[config.mk]
export PLATFORM = sky130hd
export DESIGN_NAME = bank_interleave_splitter_unit
export DESIGN_NICKNAME = d
export VERILOG_FILES = /design/src/rtl/bis_pkg.sv /design/src/rtl/bis_front.sv /design/src/rtl/bis_queue.sv /design/src/rtl/bis_back.sv /design/src/rtl/bank_interleave_splitter_unit.sv
export VERILOG_INCLUDE_DIRS = /design/src /design/src/rtl
export SDC_FILE = /design/constraint.sdc
export NUM_CORES = 1
export LEC_CHECK = 0
export BUFFER_PORTS_ARGS = -buffer_cell sky130_fd_sc_hd__buf_2
export CORE_MARGIN = 2
export CORE_UTILIZATION = 63
export DETAILED_ROUTE_END_ITERATION = 8
export PLACE_DENSITY = 0.88
export SLEW_MARGIN = 20
export SYNTH_ARGS = -nofsm -noshare
export SYNTH_HDL_FRONTEND = slang
export SYNTH_SLANG_ARGS = --single-unit
[constraint.sdc]
create_clock -name clock -period 7.5 [get_ports clock]
set_input_delay 0 -clock clock [delete_from_list [all_inputs] [get_ports clock]]
set_output_delay 0 -clock clock [all_outputs]
set_load 0.01 [all_outputs]
[src/rtl/assert_macros.svh]
// Assertion macros used by the top-level RTL file for its checks.
`ifndef ASSERT_MACROS_SVH
`define ASSERT_MACROS_SVH

// Property that must hold at every clock edge out of reset.
`define ASSERT_ALWAYS(label, clk, rst, prop, msg) \
   label: assert property (@(posedge clk) disable iff (rst) (prop)) else $error(msg);

// Consequent must hold in the cycle after the antecedent.
`define ASSERT_NEXT(label, clk, rst, ante, cons, msg) \
   label: assert property (@(posedge clk) disable iff (rst) (ante) |=> (cons)) else $error(msg);

`endif

[src/rtl/bis_pkg.sv]
// Constants and types shared by the bank interleave splitter.
package bis_pkg;

   localparam int NUM_BANKS     = 8;
   localparam int BANK_BYTES    = 8;
   localparam int MAX_REQ_BYTES = 256;
   localparam int ADDR_BITS     = 32;

   localparam int WORD_SHIFT = $clog2(BANK_BYTES);
   localparam int BANK_SHIFT = $clog2(NUM_BANKS);
   localparam int TOP_SHIFT  = WORD_SHIFT + BANK_SHIFT;

   localparam int LEN_W   = 9;
   localparam int BANK_W  = 3;
   localparam int BADDR_W = 29;
   localparam int CHUNK_W = 4;
   localparam int DOFF_W  = 8;

   typedef struct packed {
      logic [ADDR_BITS-1:0] addr;
      logic [LEN_W-1:0]     len;
      logic                 wr;
   } req_entry_type;

   typedef struct packed {
      logic not_full;
      logic not_empty;
   } queue_status_type;

endpackage

[src/rtl/bis_front.sv]
// Input stage: takes request words, clamps the length and drops empty requests.
module bis_front (
   input  logic                    clock,
   input  logic                    reset,
   input  logic                    req_valid,
   output logic                    req_ready,
   input  logic [31:0]             req_start_address,
   input  logic [8:0]              req_request_bytes,
   input  logic                    req_write_flag,
   input  bis_pkg::queue_status_type q_status,
   output logic                    push_valid,
   output bis_pkg::req_entry_type  push_entry
);
   import bis_pkg::*;

   logic          fv_ff, fv_in;
   req_entry_type entry_ff, entry_in;
   logic          accept;
   logic [LEN_W-1:0] clamped_len;

   assign req_ready  = !fv_ff || q_status.not_full;
   assign accept     = req_valid && req_ready;
   assign push_valid = fv_ff;
   assign push_entry = entry_ff;

   always_comb begin
      if (req_request_bytes > LEN_W'(MAX_REQ_BYTES)) begin
         clamped_len = LEN_W'(MAX_REQ_BYTES);
      end else begin
         clamped_len = req_request_bytes;
      end
   end

   always_comb begin
      fv_in    = fv_ff;
      entry_in = entry_ff;
      if (fv_ff && q_status.not_full) begin
         fv_in = 1'b0;
      end
      if (accept) begin
         // A zero-length request produces no chunks, so it is never queued.
         fv_in         = (clamped_len != '0);
         entry_in.addr = req_start_address;
         entry_in.len  = clamped_len;
         entry_in.wr   = req_write_flag;
      end
   end

   always_ff @(posedge clock) begin
      if (reset) begin
         fv_ff <= 1'b0;
      end else begin
         fv_ff <= fv_in;
      end
      entry_ff <= entry_in;
   end

endmodule

[src/rtl/bis_queue.sv]
// Two-entry queue between the input stage and the chunk splitter.
module bis_queue (
   input  logic                     clock,
   input  logic                     reset,
   input  logic                     push_valid,
   input  bis_pkg::req_entry_type   push_entry,
   input  logic                     pop,
   output bis_pkg::queue_status_type q_status,
   output bis_pkg::req_entry_type   head
);
   import bis_pkg::*;

   req_entry_type entries_ff [2];
   logic          wr_ptr_ff, wr_ptr_in;
   logic          rd_ptr_ff, rd_ptr_in;
   logic [1:0]    count_ff, count_in;
   logic          do_push, do_pop;

   assign q_status.not_full  = (count_ff != 2'd2);
   assign q_status.not_empty = (count_ff != 2'd0);
   assign do_push = push_valid && q_status.not_full;
   assign do_pop  = pop && q_status.not_empty;
   assign head    = entries_ff[rd_ptr_ff];

   always_comb begin
      wr_ptr_in = do_push ? !wr_ptr_ff : wr_ptr_ff;
      rd_ptr_in = do_pop  ? !rd_ptr_ff : rd_ptr_ff;
      count_in  = count_ff;
      if (do_push && !do_pop) begin
         count_in = count_ff + 2'd1;
      end else if (do_pop && !do_push) begin
         count_in = count_ff - 2'd1;
      end
   end

   always_ff @(posedge clock) begin
      if (reset) begin
         wr_ptr_ff <= 1'b0;
         rd_ptr_ff <= 1'b0;
         count_ff  <= 2'd0;
      end else begin
         wr_ptr_ff <= wr_ptr_in;
         rd_ptr_ff <= rd_ptr_in;
         count_ff  <= count_in;
      end
      if (do_push) begin
         entries_ff[wr_ptr_ff] <= push_entry;
      end
   end

endmodule

[src/rtl/bis_back.sv]
// Chunk splitter: cuts queued requests at bank-word ends, one chunk a cycle unless stalled.
module bis_back (
   input  logic                      clock,
   input  logic                      reset,
   input  bis_pkg::queue_status_type q_status,
   input  bis_pkg::req_entry_type    head,
   output logic                      pop,
   output logic                      rsp_valid,
   input  logic                      rsp_ready,
   output logic [2:0]                rsp_bank_number,
   output logic [28:0]               rsp_bank_address,
   output logic [3:0]                rsp_chunk_bytes,
   output logic [7:0]                rsp_data_offset,
   output logic                      rsp_chunk_write,
   output logic                      rsp_final_chunk
);
   import bis_pkg::*;

   logic                 busy_ff, busy_in;
   logic [ADDR_BITS-1:0] addr_ff, addr_in;
   logic [LEN_W-1:0]     left_ff, left_in;
   logic [DOFF_W-1:0]    done_ff, done_in;
   logic                 wr_ff, wr_in;

   logic                 out_valid_ff, out_valid_in;
   logic [BANK_W-1:0]    out_bank_ff, out_bank_in;
   logic [BADDR_W-1:0]   out_baddr_ff, out_baddr_in;
   logic [CHUNK_W-1:0]   out_len_ff, out_len_in;
   logic [DOFF_W-1:0]    out_doff_ff, out_doff_in;
   logic                 out_wr_ff, out_wr_in;
   logic                 out_final_ff, out_final_in;

   logic [ADDR_BITS-1:0] src_addr;
   logic [LEN_W-1:0]     src_left;
   logic [DOFF_W-1:0]    src_done;
   logic                 src_wr;
   logic                 have_work, fire, fits;
   logic [CHUNK_W-1:0]   room, len;

   // The current request's working registers, or the queue head when idle.
   assign src_addr  = busy_ff ? addr_ff : head.addr;
   assign src_left  = busy_ff ? left_ff : head.len;
   assign src_done  = busy_ff ? done_ff : '0;
   assign src_wr    = busy_ff ? wr_ff   : head.wr;
   assign have_work = busy_ff || q_status.not_empty;
   assign fire      = have_work && (!out_valid_ff || rsp_ready);
   assign pop       = fire && !busy_ff;

   assign room = CHUNK_W'(BANK_BYTES) - CHUNK_W'(src_addr[WORD_SHIFT-1:0]);
   assign fits = (src_left <= LEN_W'(room));
   assign len  = fits ? CHUNK_W'(src_left) : room;

   always_comb begin
      busy_in      = busy_ff;
      addr_in      = addr_ff;
      left_in      = left_ff;
      done_in      = done_ff;
      wr_in        = wr_ff;
      out_valid_in = out_valid_ff && !rsp_ready;
      out_bank_in  = out_bank_ff;
      out_baddr_in = out_baddr_ff;
      out_len_in   = out_len_ff;
      out_doff_in  = out_doff_ff;
      out_wr_in    = out_wr_ff;
      out_final_in = out_final_ff;
      if (fire) begin
         out_valid_in = 1'b1;
         out_bank_in  = src_addr[TOP_SHIFT-1:WORD_SHIFT];
         out_baddr_in = BADDR_W'({src_addr[ADDR_BITS-1:TOP_SHIFT],
                                  src_addr[WORD_SHIFT-1:0]});
         out_len_in   = len;
         out_doff_in  = src_done;
         out_wr_in    = src_wr;
         out_final_in = fits;
         busy_in      = !fits;
         addr_in      = src_addr + ADDR_BITS'(len);
         left_in      = src_left - LEN_W'(len);
         done_in      = src_done + DOFF_W'(len);
         wr_in        = src_wr;
      end
   end

   always_ff @(posedge clock) begin
      if (reset) begin
         busy_ff      <= 1'b0;
         out_valid_ff <= 1'b0;
      end else begin
         busy_ff      <= busy_in;
         out_valid_ff <= out_valid_in;
      end
      addr_ff      <= addr_in;
      left_ff      <= left_in;
      done_ff      <= done_in;
      wr_ff        <= wr_in;
      out_bank_ff  <= out_bank_in;
      out_baddr_ff <= out_baddr_in;
      out_len_ff   <= out_len_in;
      out_doff_ff  <= out_doff_in;
      out_wr_ff    <= out_wr_in;
      out_final_ff <= out_final_in;
   end

   assign rsp_valid        = out_valid_ff;
   assign rsp_bank_number  = out_bank_ff;
   assign rsp_bank_address = out_baddr_ff;
   assign rsp_chunk_bytes  = out_len_ff;
   assign rsp_data_offset  = out_doff_ff;
   assign rsp_chunk_write  = out_wr_ff;
   assign rsp_final_chunk  = out_final_ff;

endmodule

[src/rtl/bank_interleave_splitter_unit.sv]
// Top level of the bank interleave splitter.
// Each request word is cut at 8-byte bank-word boundaries across 8 interleaved banks
// and leaves as one response word per chunk, in ascending address order, the last
// one flagged. The chunk splitter issues one chunk per cycle while rsp_ready does
// not stall its output register, and a request yields at most 33 chunks; a
// zero-length request is accepted and produces nothing. The input register and a
// two-entry queue let requests keep arriving while the splitter works, and the
// first chunk passes through the input register, a queue entry and the splitter's
// output register before it is presented. Lengths above 256 bytes are clamped to
// 256, and addresses wrap at the top of the 32-bit space.
`include "assert_macros.svh"

module bank_interleave_splitter_unit (
   input  logic        clock,
   input  logic        reset,
   input  logic        req_valid,
   output logic        req_ready,
   input  logic [31:0] req_start_address,
   input  logic [8:0]  req_request_bytes,
   input  logic        req_write_flag,
   output logic        rsp_valid,
   input  logic        rsp_ready,
   output logic [2:0]  rsp_bank_number,
   output logic [28:0] rsp_bank_address,
   output logic [3:0]  rsp_chunk_bytes,
   output logic [7:0]  rsp_data_offset,
   output logic        rsp_chunk_write,
   output logic        rsp_final_chunk
);
   import bis_pkg::*;

   queue_status_type q_status;
   req_entry_type    push_entry, head;
   logic             push_valid, pop;

   bis_front u_front (
      .clock             (clock),
      .reset             (reset),
      .req_valid         (req_valid),
      .req_ready         (req_ready),
      .req_start_address (req_start_address),
      .req_request_bytes (req_request_bytes),
      .req_write_flag    (req_write_flag),
      .q_status          (q_status),
      .push_valid        (push_valid),
      .push_entry        (push_entry)
   );

   bis_queue u_queue (
      .clock      (clock),
      .reset      (reset),
      .push_valid (push_valid),
      .push_entry (push_entry),
      .pop        (pop),
      .q_status   (q_status),
      .head       (head)
   );

   bis_back u_back (
      .clock            (clock),
      .reset            (reset),
      .q_status         (q_status),
      .head             (head),
      .pop              (pop),
      .rsp_valid        (rsp_valid),
      .rsp_ready        (rsp_ready),
      .rsp_bank_number  (rsp_bank_number),
      .rsp_bank_address (rsp_bank_address),
      .rsp_chunk_bytes  (rsp_chunk_bytes),
      .rsp_data_offset  (rsp_data_offset),
      .rsp_chunk_write  (rsp_chunk_write),
      .rsp_final_chunk  (rsp_final_chunk)
   );

   // A chunk that is not the last must run exactly to the end of its bank word.
   `ASSERT_ALWAYS(a_word_end, clock, reset,
      !rsp_valid || rsp_final_chunk ||
      ((CHUNK_W'(rsp_bank_address[WORD_SHIFT-1:0]) + rsp_chunk_bytes) == CHUNK_W'(BANK_BYTES)),
      "non-final chunk does not end at a bank-word boundary")
   // Chunk lengths stay within one bank word.
   `ASSERT_ALWAYS(a_chunk_len, clock, reset,
      !rsp_valid || ((rsp_chunk_bytes != '0) && (rsp_chunk_bytes <= CHUNK_W'(BANK_BYTES))),
      "chunk length out of range")
   // The splitter follows a taken non-final chunk with the next one at once.
   `ASSERT_NEXT(a_next_chunk, clock, reset,
      rsp_valid && rsp_ready && !rsp_final_chunk,
      rsp_valid && (rsp_data_offset ==
                    DOFF_W'($past(rsp_data_offset) + DOFF_W'($past(rsp_chunk_bytes)))),
      "next chunk missing or data offset not contiguous")

endmodule
* Word level (Yosys, flattened, before mapping)
Memories as Yosys holds them, arrays and structs flattened. A register that Yosys moved wholly into a read port is not among the register bits.
Index checks and enable logic that the tools add are counted.
** Operators by class
- $lt $le $gt $ge :: 2
- $add $sub $neg :: 6
- Bitwise gates (word level) :: 1
- Reduce and logical (&&, ||, !) cells :: 25
- Multiplexer cells :: 14
- Eq/ne operators :: 1
** Operators by type and width (number)
- 32-bit by 4-bit adder with 32-bit output :: 1
- 32-bit two-way mux :: 1
- 9-bit two-way mux :: 2
- 9-bit greater-than comparator, second input constant :: 1
- 9-bit by 4-bit less-or-equal comparator with 1-bit output :: 1
- 1-bit zero test :: 9
- 9-bit nonzero test :: 1
- 9-bit by 4-bit subtractor with 9-bit output :: 1
- 8-bit by 4-bit adder with 8-bit output :: 1
- 1-bit logical AND :: 8
- 8-bit two-way mux :: 1
- 1-bit two-way mux :: 7
- 2-bit nonzero test :: 3
- 2-bit two-way mux :: 2
- 4-bit two-way mux :: 1
- 4-bit by 3-bit subtractor with 4-bit output, first input constant :: 1
- 1-bit logical OR :: 3
- 2-bit by 1-bit adder with 2-bit output, second input constant :: 1
- 2-bit != test, second input constant :: 1
- 2-bit AND reduction :: 1
- 2-bit by 1-bit subtractor with 2-bit output, second input constant :: 1
- 1-bit NOT :: 1
** Storage, ports and cells
- Memories :: 1
- Memory bits (writable) :: 84
- Flip-flop bits (word level) :: 144
- Input bits :: 46
** Memories
- u_queue.entries_ff :: depth 2, width 42, read ports 1, clocked after Yosys merged registers in 1, wr ports 1, line bis_queue.sv:13 : req_entry_type entries_ff [2];

* Longest topological paths before layout
- Depth after elaboration :: 8
- Depth in mapped cells :: 25

* By module
A second synthesis with hierarchy kept.
** Unflattened totals
- Cell total of the unflattened synthesis :: 617
- Area, all modules :: 9834.4 um^2
** By module, submodules not included
- bis_back :: times used 1, cells an instance 403, area an instance 5180.0 um^2, sequential area each 2892.8 um^2
- bis_queue :: times used 1, cells an instance 155, area an instance 3243.1 um^2, sequential area each 2622.5 um^2
- bis_front :: times used 1, cells an instance 59, area an instance 1411.4 um^2, sequential area each 1281.2 um^2

* Least setup slack after synthesis
OpenSTA, ideal clock, no wires.
- Path type :: register to register
- Start :: register with a tool-made name
- End :: register u_back.addr_ff[16], data pin
- Data arrival time :: 4731 ps
- Cell stages (with the launch flop) :: 26
- Period minus slack after synthesis :: 5002 ps
- Slack :: 2498 ps
- Cell sequence :: dfxtp_1 buf_6 buf_12 buf_12 buf_4 mux2i_1 nor2_1 a21oi_1 ha_1 inv_1 ha_1 nor2b_1 o21a_1 nor3_1 o21ai_0 nor2_8 mux2i_1 ha_1 inv_1 fa_1 nor2b_1 o21a_1 o2111a_1 nand3_2 nor3_1 xnor2_1
** RTL lines
- end signal: assignment :: line bis_back.sv:91 : addr_ff <= addr_in;
- end: declaration :: line bis_back.sv:20 : logic [ADDR_BITS-1:0] addr_ff, addr_in;

* Worst setup path after layout
- Start :: register u_back.busy_ff
- End :: register u_back.addr_ff[22], data pin
** On the way
- Cells in the longest elaborated chain, start to end :: 5
- Elaborated cells on any way between the ends :: 6
** Ends and longest elaborated chain
- start: declaration :: line bis_back.sv:19 : logic busy_ff, busy_in;
- start signal: assignment :: line bis_back.sv:88 : busy_ff <= busy_in;
- 32-bit two-way mux :: line bis_back.sv:41 : assign src_addr = busy_ff ? addr_ff : head.addr;
- 4-bit by 3-bit subtractor with 4-bit output :: line bis_back.sv:49 : assign room = CHUNK_W'(BANK_BYTES) - CHUNK_W'(src_addr[WORD_SHIFT-1:0]);
- 9-bit by 4-bit less-or-equal comparator with 1-bit output (*) :: line bis_back.sv:50 : assign fits = (src_left <= LEN_W'(room));
- named net u_back.fits :: line bis_back.sv:37 : logic have_work, fire, fits;
- 4-bit two-way mux (*) :: line bis_back.sv:51 : assign len = fits ? CHUNK_W'(src_left) : room;
- named net u_back.len[0] :: line bis_back.sv:38 : logic [CHUNK_W-1:0] room, len;
- 32-bit by 4-bit adder with 32-bit output (*) :: line bis_back.sv:76 : addr_in = src_addr + ADDR_BITS'(len);
Mark *: on every way through the listed nets, which the timed path passes. The rest lies on a longest branch.
A chain may end at the register's enable or synchronous reset.

==> run metrics <==
post-route cell area 11400 µm²; first-pass GRT wire length 28.0 mm; Detail Route Antenna Nets 0; via count 5327; worst-case clock buffer depth 3; DIE WIDTH 127 µm; syn_nets 657; Setup Skew 0.0172 ns; final setup fails 0; Port Buffers 93; Worst setup EP type register; crit-path leading delay family simple AND/OR/NAND/NOR gates; Area growth, synth to finish 20.1%; die area 16100 µm²; largest area contributor in the netlist edfxtp_1; Wirelength per Cell 18.9 µm; Critical Path Stages 20; effective utilization at floorplan 64.8%; initial drt markers 520; share of cells above drive strength 1 22.7%; busiest grt layer met2; Post-Syn Instances 590; RSZ-0062 raised after global routing no; Area after DPL 10100 µm²; CTS root buf clkbuf_16; largest net degree at the start of global routing 95; worst vdd ir 0.356 mV; Post-Syn Area 9500 µm²; Post-synth ARST share 0%; CP Data Required Time 7.75 ns; Rel. slew slack 30.2%; htree depth 1; clk sink count 229; slowest CP cell dfxtp_2; max-cap viol count 0; routed wire length 17.9 mm; GPL Wtd Cong 0.898; synth top area cells edfxtp_1 70%, mux2i_1 4.7%, xnor2_1 2.6%; crit path launch type register; total power 5.08 mW; Overflow after GRT 0; global-route met3 utilization 3.75%; worst min-delay path category in2reg; I/O pin count 94; chip height 127 µm; CP Max Fanout 52; Vias per Instance 5.64; P_leak 4.24 nW; Final Hold Viols 0; final core utilization 77.9%; R2R cell count 20; Post-synth top cells 221 x edfxtp_1, 45 x mux2i_1, 33 x nand2_1, 29 x inv_1, 28 x xnor2_1; clock-pin slew on the worst setup and hold paths 0.07 ns; Slew Limit Fails 0; core area 14600 µm²; actual slew at the worst max-slew pin 1.05 ns; post-synth top area share 69.9%; DRC Markers 0; critical path arrival 6.25 ns; met1 global-route usage 28.1%; initial antenna violation count 0; clk_lat worst skew 0.51 ns; yosys warns 0; Synth cell types 55; Critical Path Most Common Cell ha_1; final period utilization 80.1%; register area share after synthesis 71.6%; syn avg cell area 16.1 µm²; fin nets 812; Post-CTS Setup Inserts 0; total global-route track usage 22.4%; First-pass DRT Iterations 5; Final HPWL DP 10.8 mm; CTS Buf Count 23; count leader, synth edfxtp_1; status completed; Rows 44; hold path cells 2; cells along the critical path nor2_1 > a21oi_1 > ha_1 > inv_1 > ha_1 > nor2b_1 > o21a_1 > nor3_1 > o21ai_0 > nor2_8 > mux2i_1 > ha_1 > inv_1 > fa_1 > nor2b_1 > o21a_1 > o2111a_1 > nand3_2 > nor4_2 > xor2_1; min Tclk post-route 6.00 ns; number of synthesized register bits 229; EDFF count, synth 221; Fin Setup TNS 0 ns; CTS tree built; met2 usage 39.6%; prevailing post-synth register cell edfxtp_1; power per cell area 446 nW/µm²; vias in the first global route 5492; Buf+Inv Stages, Crit Path 2; Setup CP Type reg2reg; antenna cells 0; Max Fclk 0.167 GHz; slowest stage delay, CP 1.01 ns
[cells in the final DEF (no fill, tap or decap), types with 9 or more instances in the layout]
cell type      count
ha_1              18
nor2b_1           14
nor3_1             9
xor2_1            19
buf_2             93
nor2_1            25
mux2_2            10
xnor2_1           28
mux2i_1           45
inv_1             28
o21ai_0           15
edfxtp_1         221
clkbuf_16         23
a21oi_1           14
and2_1            10
dlygate4sd3_1     50
o21ai_1           10
nand2_1           33
[per-stage QoR]
| stage | hold slack, ns | cells | setup slack, ns |
|---|---|---|---|
| final | 0.203 | 945 | 1.50 |
| after detailed placement | 0.178 | 853 | 1.76 |
| after floorplan | 0.0989 | 590 | 2.50 |
| after global routing | 0.201 | 945 | 1.12 |
| after global placement | 0.177 | 852 | 2.15 |
| after CTS | 0.190 | 944 | 1.65 |
[worst reg2reg max path: stages, from the launching register on]
cell      delay, ns
dfxtp_2        1.01
nor2_1         0.13
a21oi_1        0.39
ha_1           0.34
inv_1          0.10
ha_1           0.24
nor2b_1        0.15
o21a_1         0.17
nor3_1         0.22
o21ai_0        0.32
nor2_8         0.28
mux2i_1        0.45
ha_1           0.30
inv_1          0.07
fa_1           0.41
nor2b_1        0.13
o21a_1         0.14
o2111a_1       0.29
nand3_2        0.25
nor4_2         0.27
xor2_1         0.12
[routing by layer]
layer	vias up	part of all wire, %
met5	-	0
met4	0	2.9
met3	45	5.1
met2	175	51
met1	2604	41
li1	2503	-
[power breakdown]
part	total (mW)	internal [mW]	leakage (nW)	switching [mW]
combinational	1.73	0.645	1.68	1.09
clock	1.17	0.714	0.382	0.453
sequential	2.18	2.01	2.18	0.177
[state kept, by name, summed over array words and instances (netlist names), named ones only]
name                     flops
u_queue.count_ff             2
u_queue.wr_ptr_ff            1
u_back.done_ff               8
u_back.rsp_data_offset       8
u_back.busy_ff               1
u_front.push_entry          42
u_front.push_valid           1
u_queue.entries_ff          84
u_back.rsp_valid             1
u_back.wr_ff                 1
u_back.addr_ff              32
u_back.rsp_chunk_bytes       4
u_queue.rd_ptr_ff            1
u_back.rsp_bank_address     29
u_back.rsp_final_chunk       1
u_back.left_ff               9
u_back.rsp_bank_number       3
[cell families (layout without fill, tap and decap cells)]
kind of cell,after synthesis,in the layout,share of synthesized area (%)
xor gates and xnor gates,47,47,4.34
and+or+nand+nor,129,129,8.01
AOI/OAI and AO/OA,57,57,3.68
DFF,229,229,71.6
adders and majority gates,21,21,3.00
buffers and inverters,48,219,2.93
muxes,59,59,6.47
[final timing paths]
kind                               start  slack [ns]                   endpoint
setup / recovery          u_back.busy_ff        1.50         u_back.addr_ff[22]
hold / removal      req_start_address[6]        0.20     u_front.push_entry[16]
setup reg to reg          u_back.busy_ff        1.50         u_back.addr_ff[22]
hold reg to reg   u_front.push_entry[17]        0.44  u_queue.entries_ff[0][17]
[area by class of cell]
cell class	count	area, µm²
clock buffer	30	652
tap	184	230
inverter	30	114
sequential	229	6800
multi-input combinational	313	2430
fill	784	3240
timing repair buffer	148	1040
clock inverter	11	136
[timing repair]
| item | 4_1_cts | 5_1_grt |
|---|---|---|
| hold buffers | 50 | 0 |
| endpoints found under the hold margin | 50 | 0 |
| gates resized for setup | 0 | 0 |
Note: power is estimated with default switching activity, not from simulation.
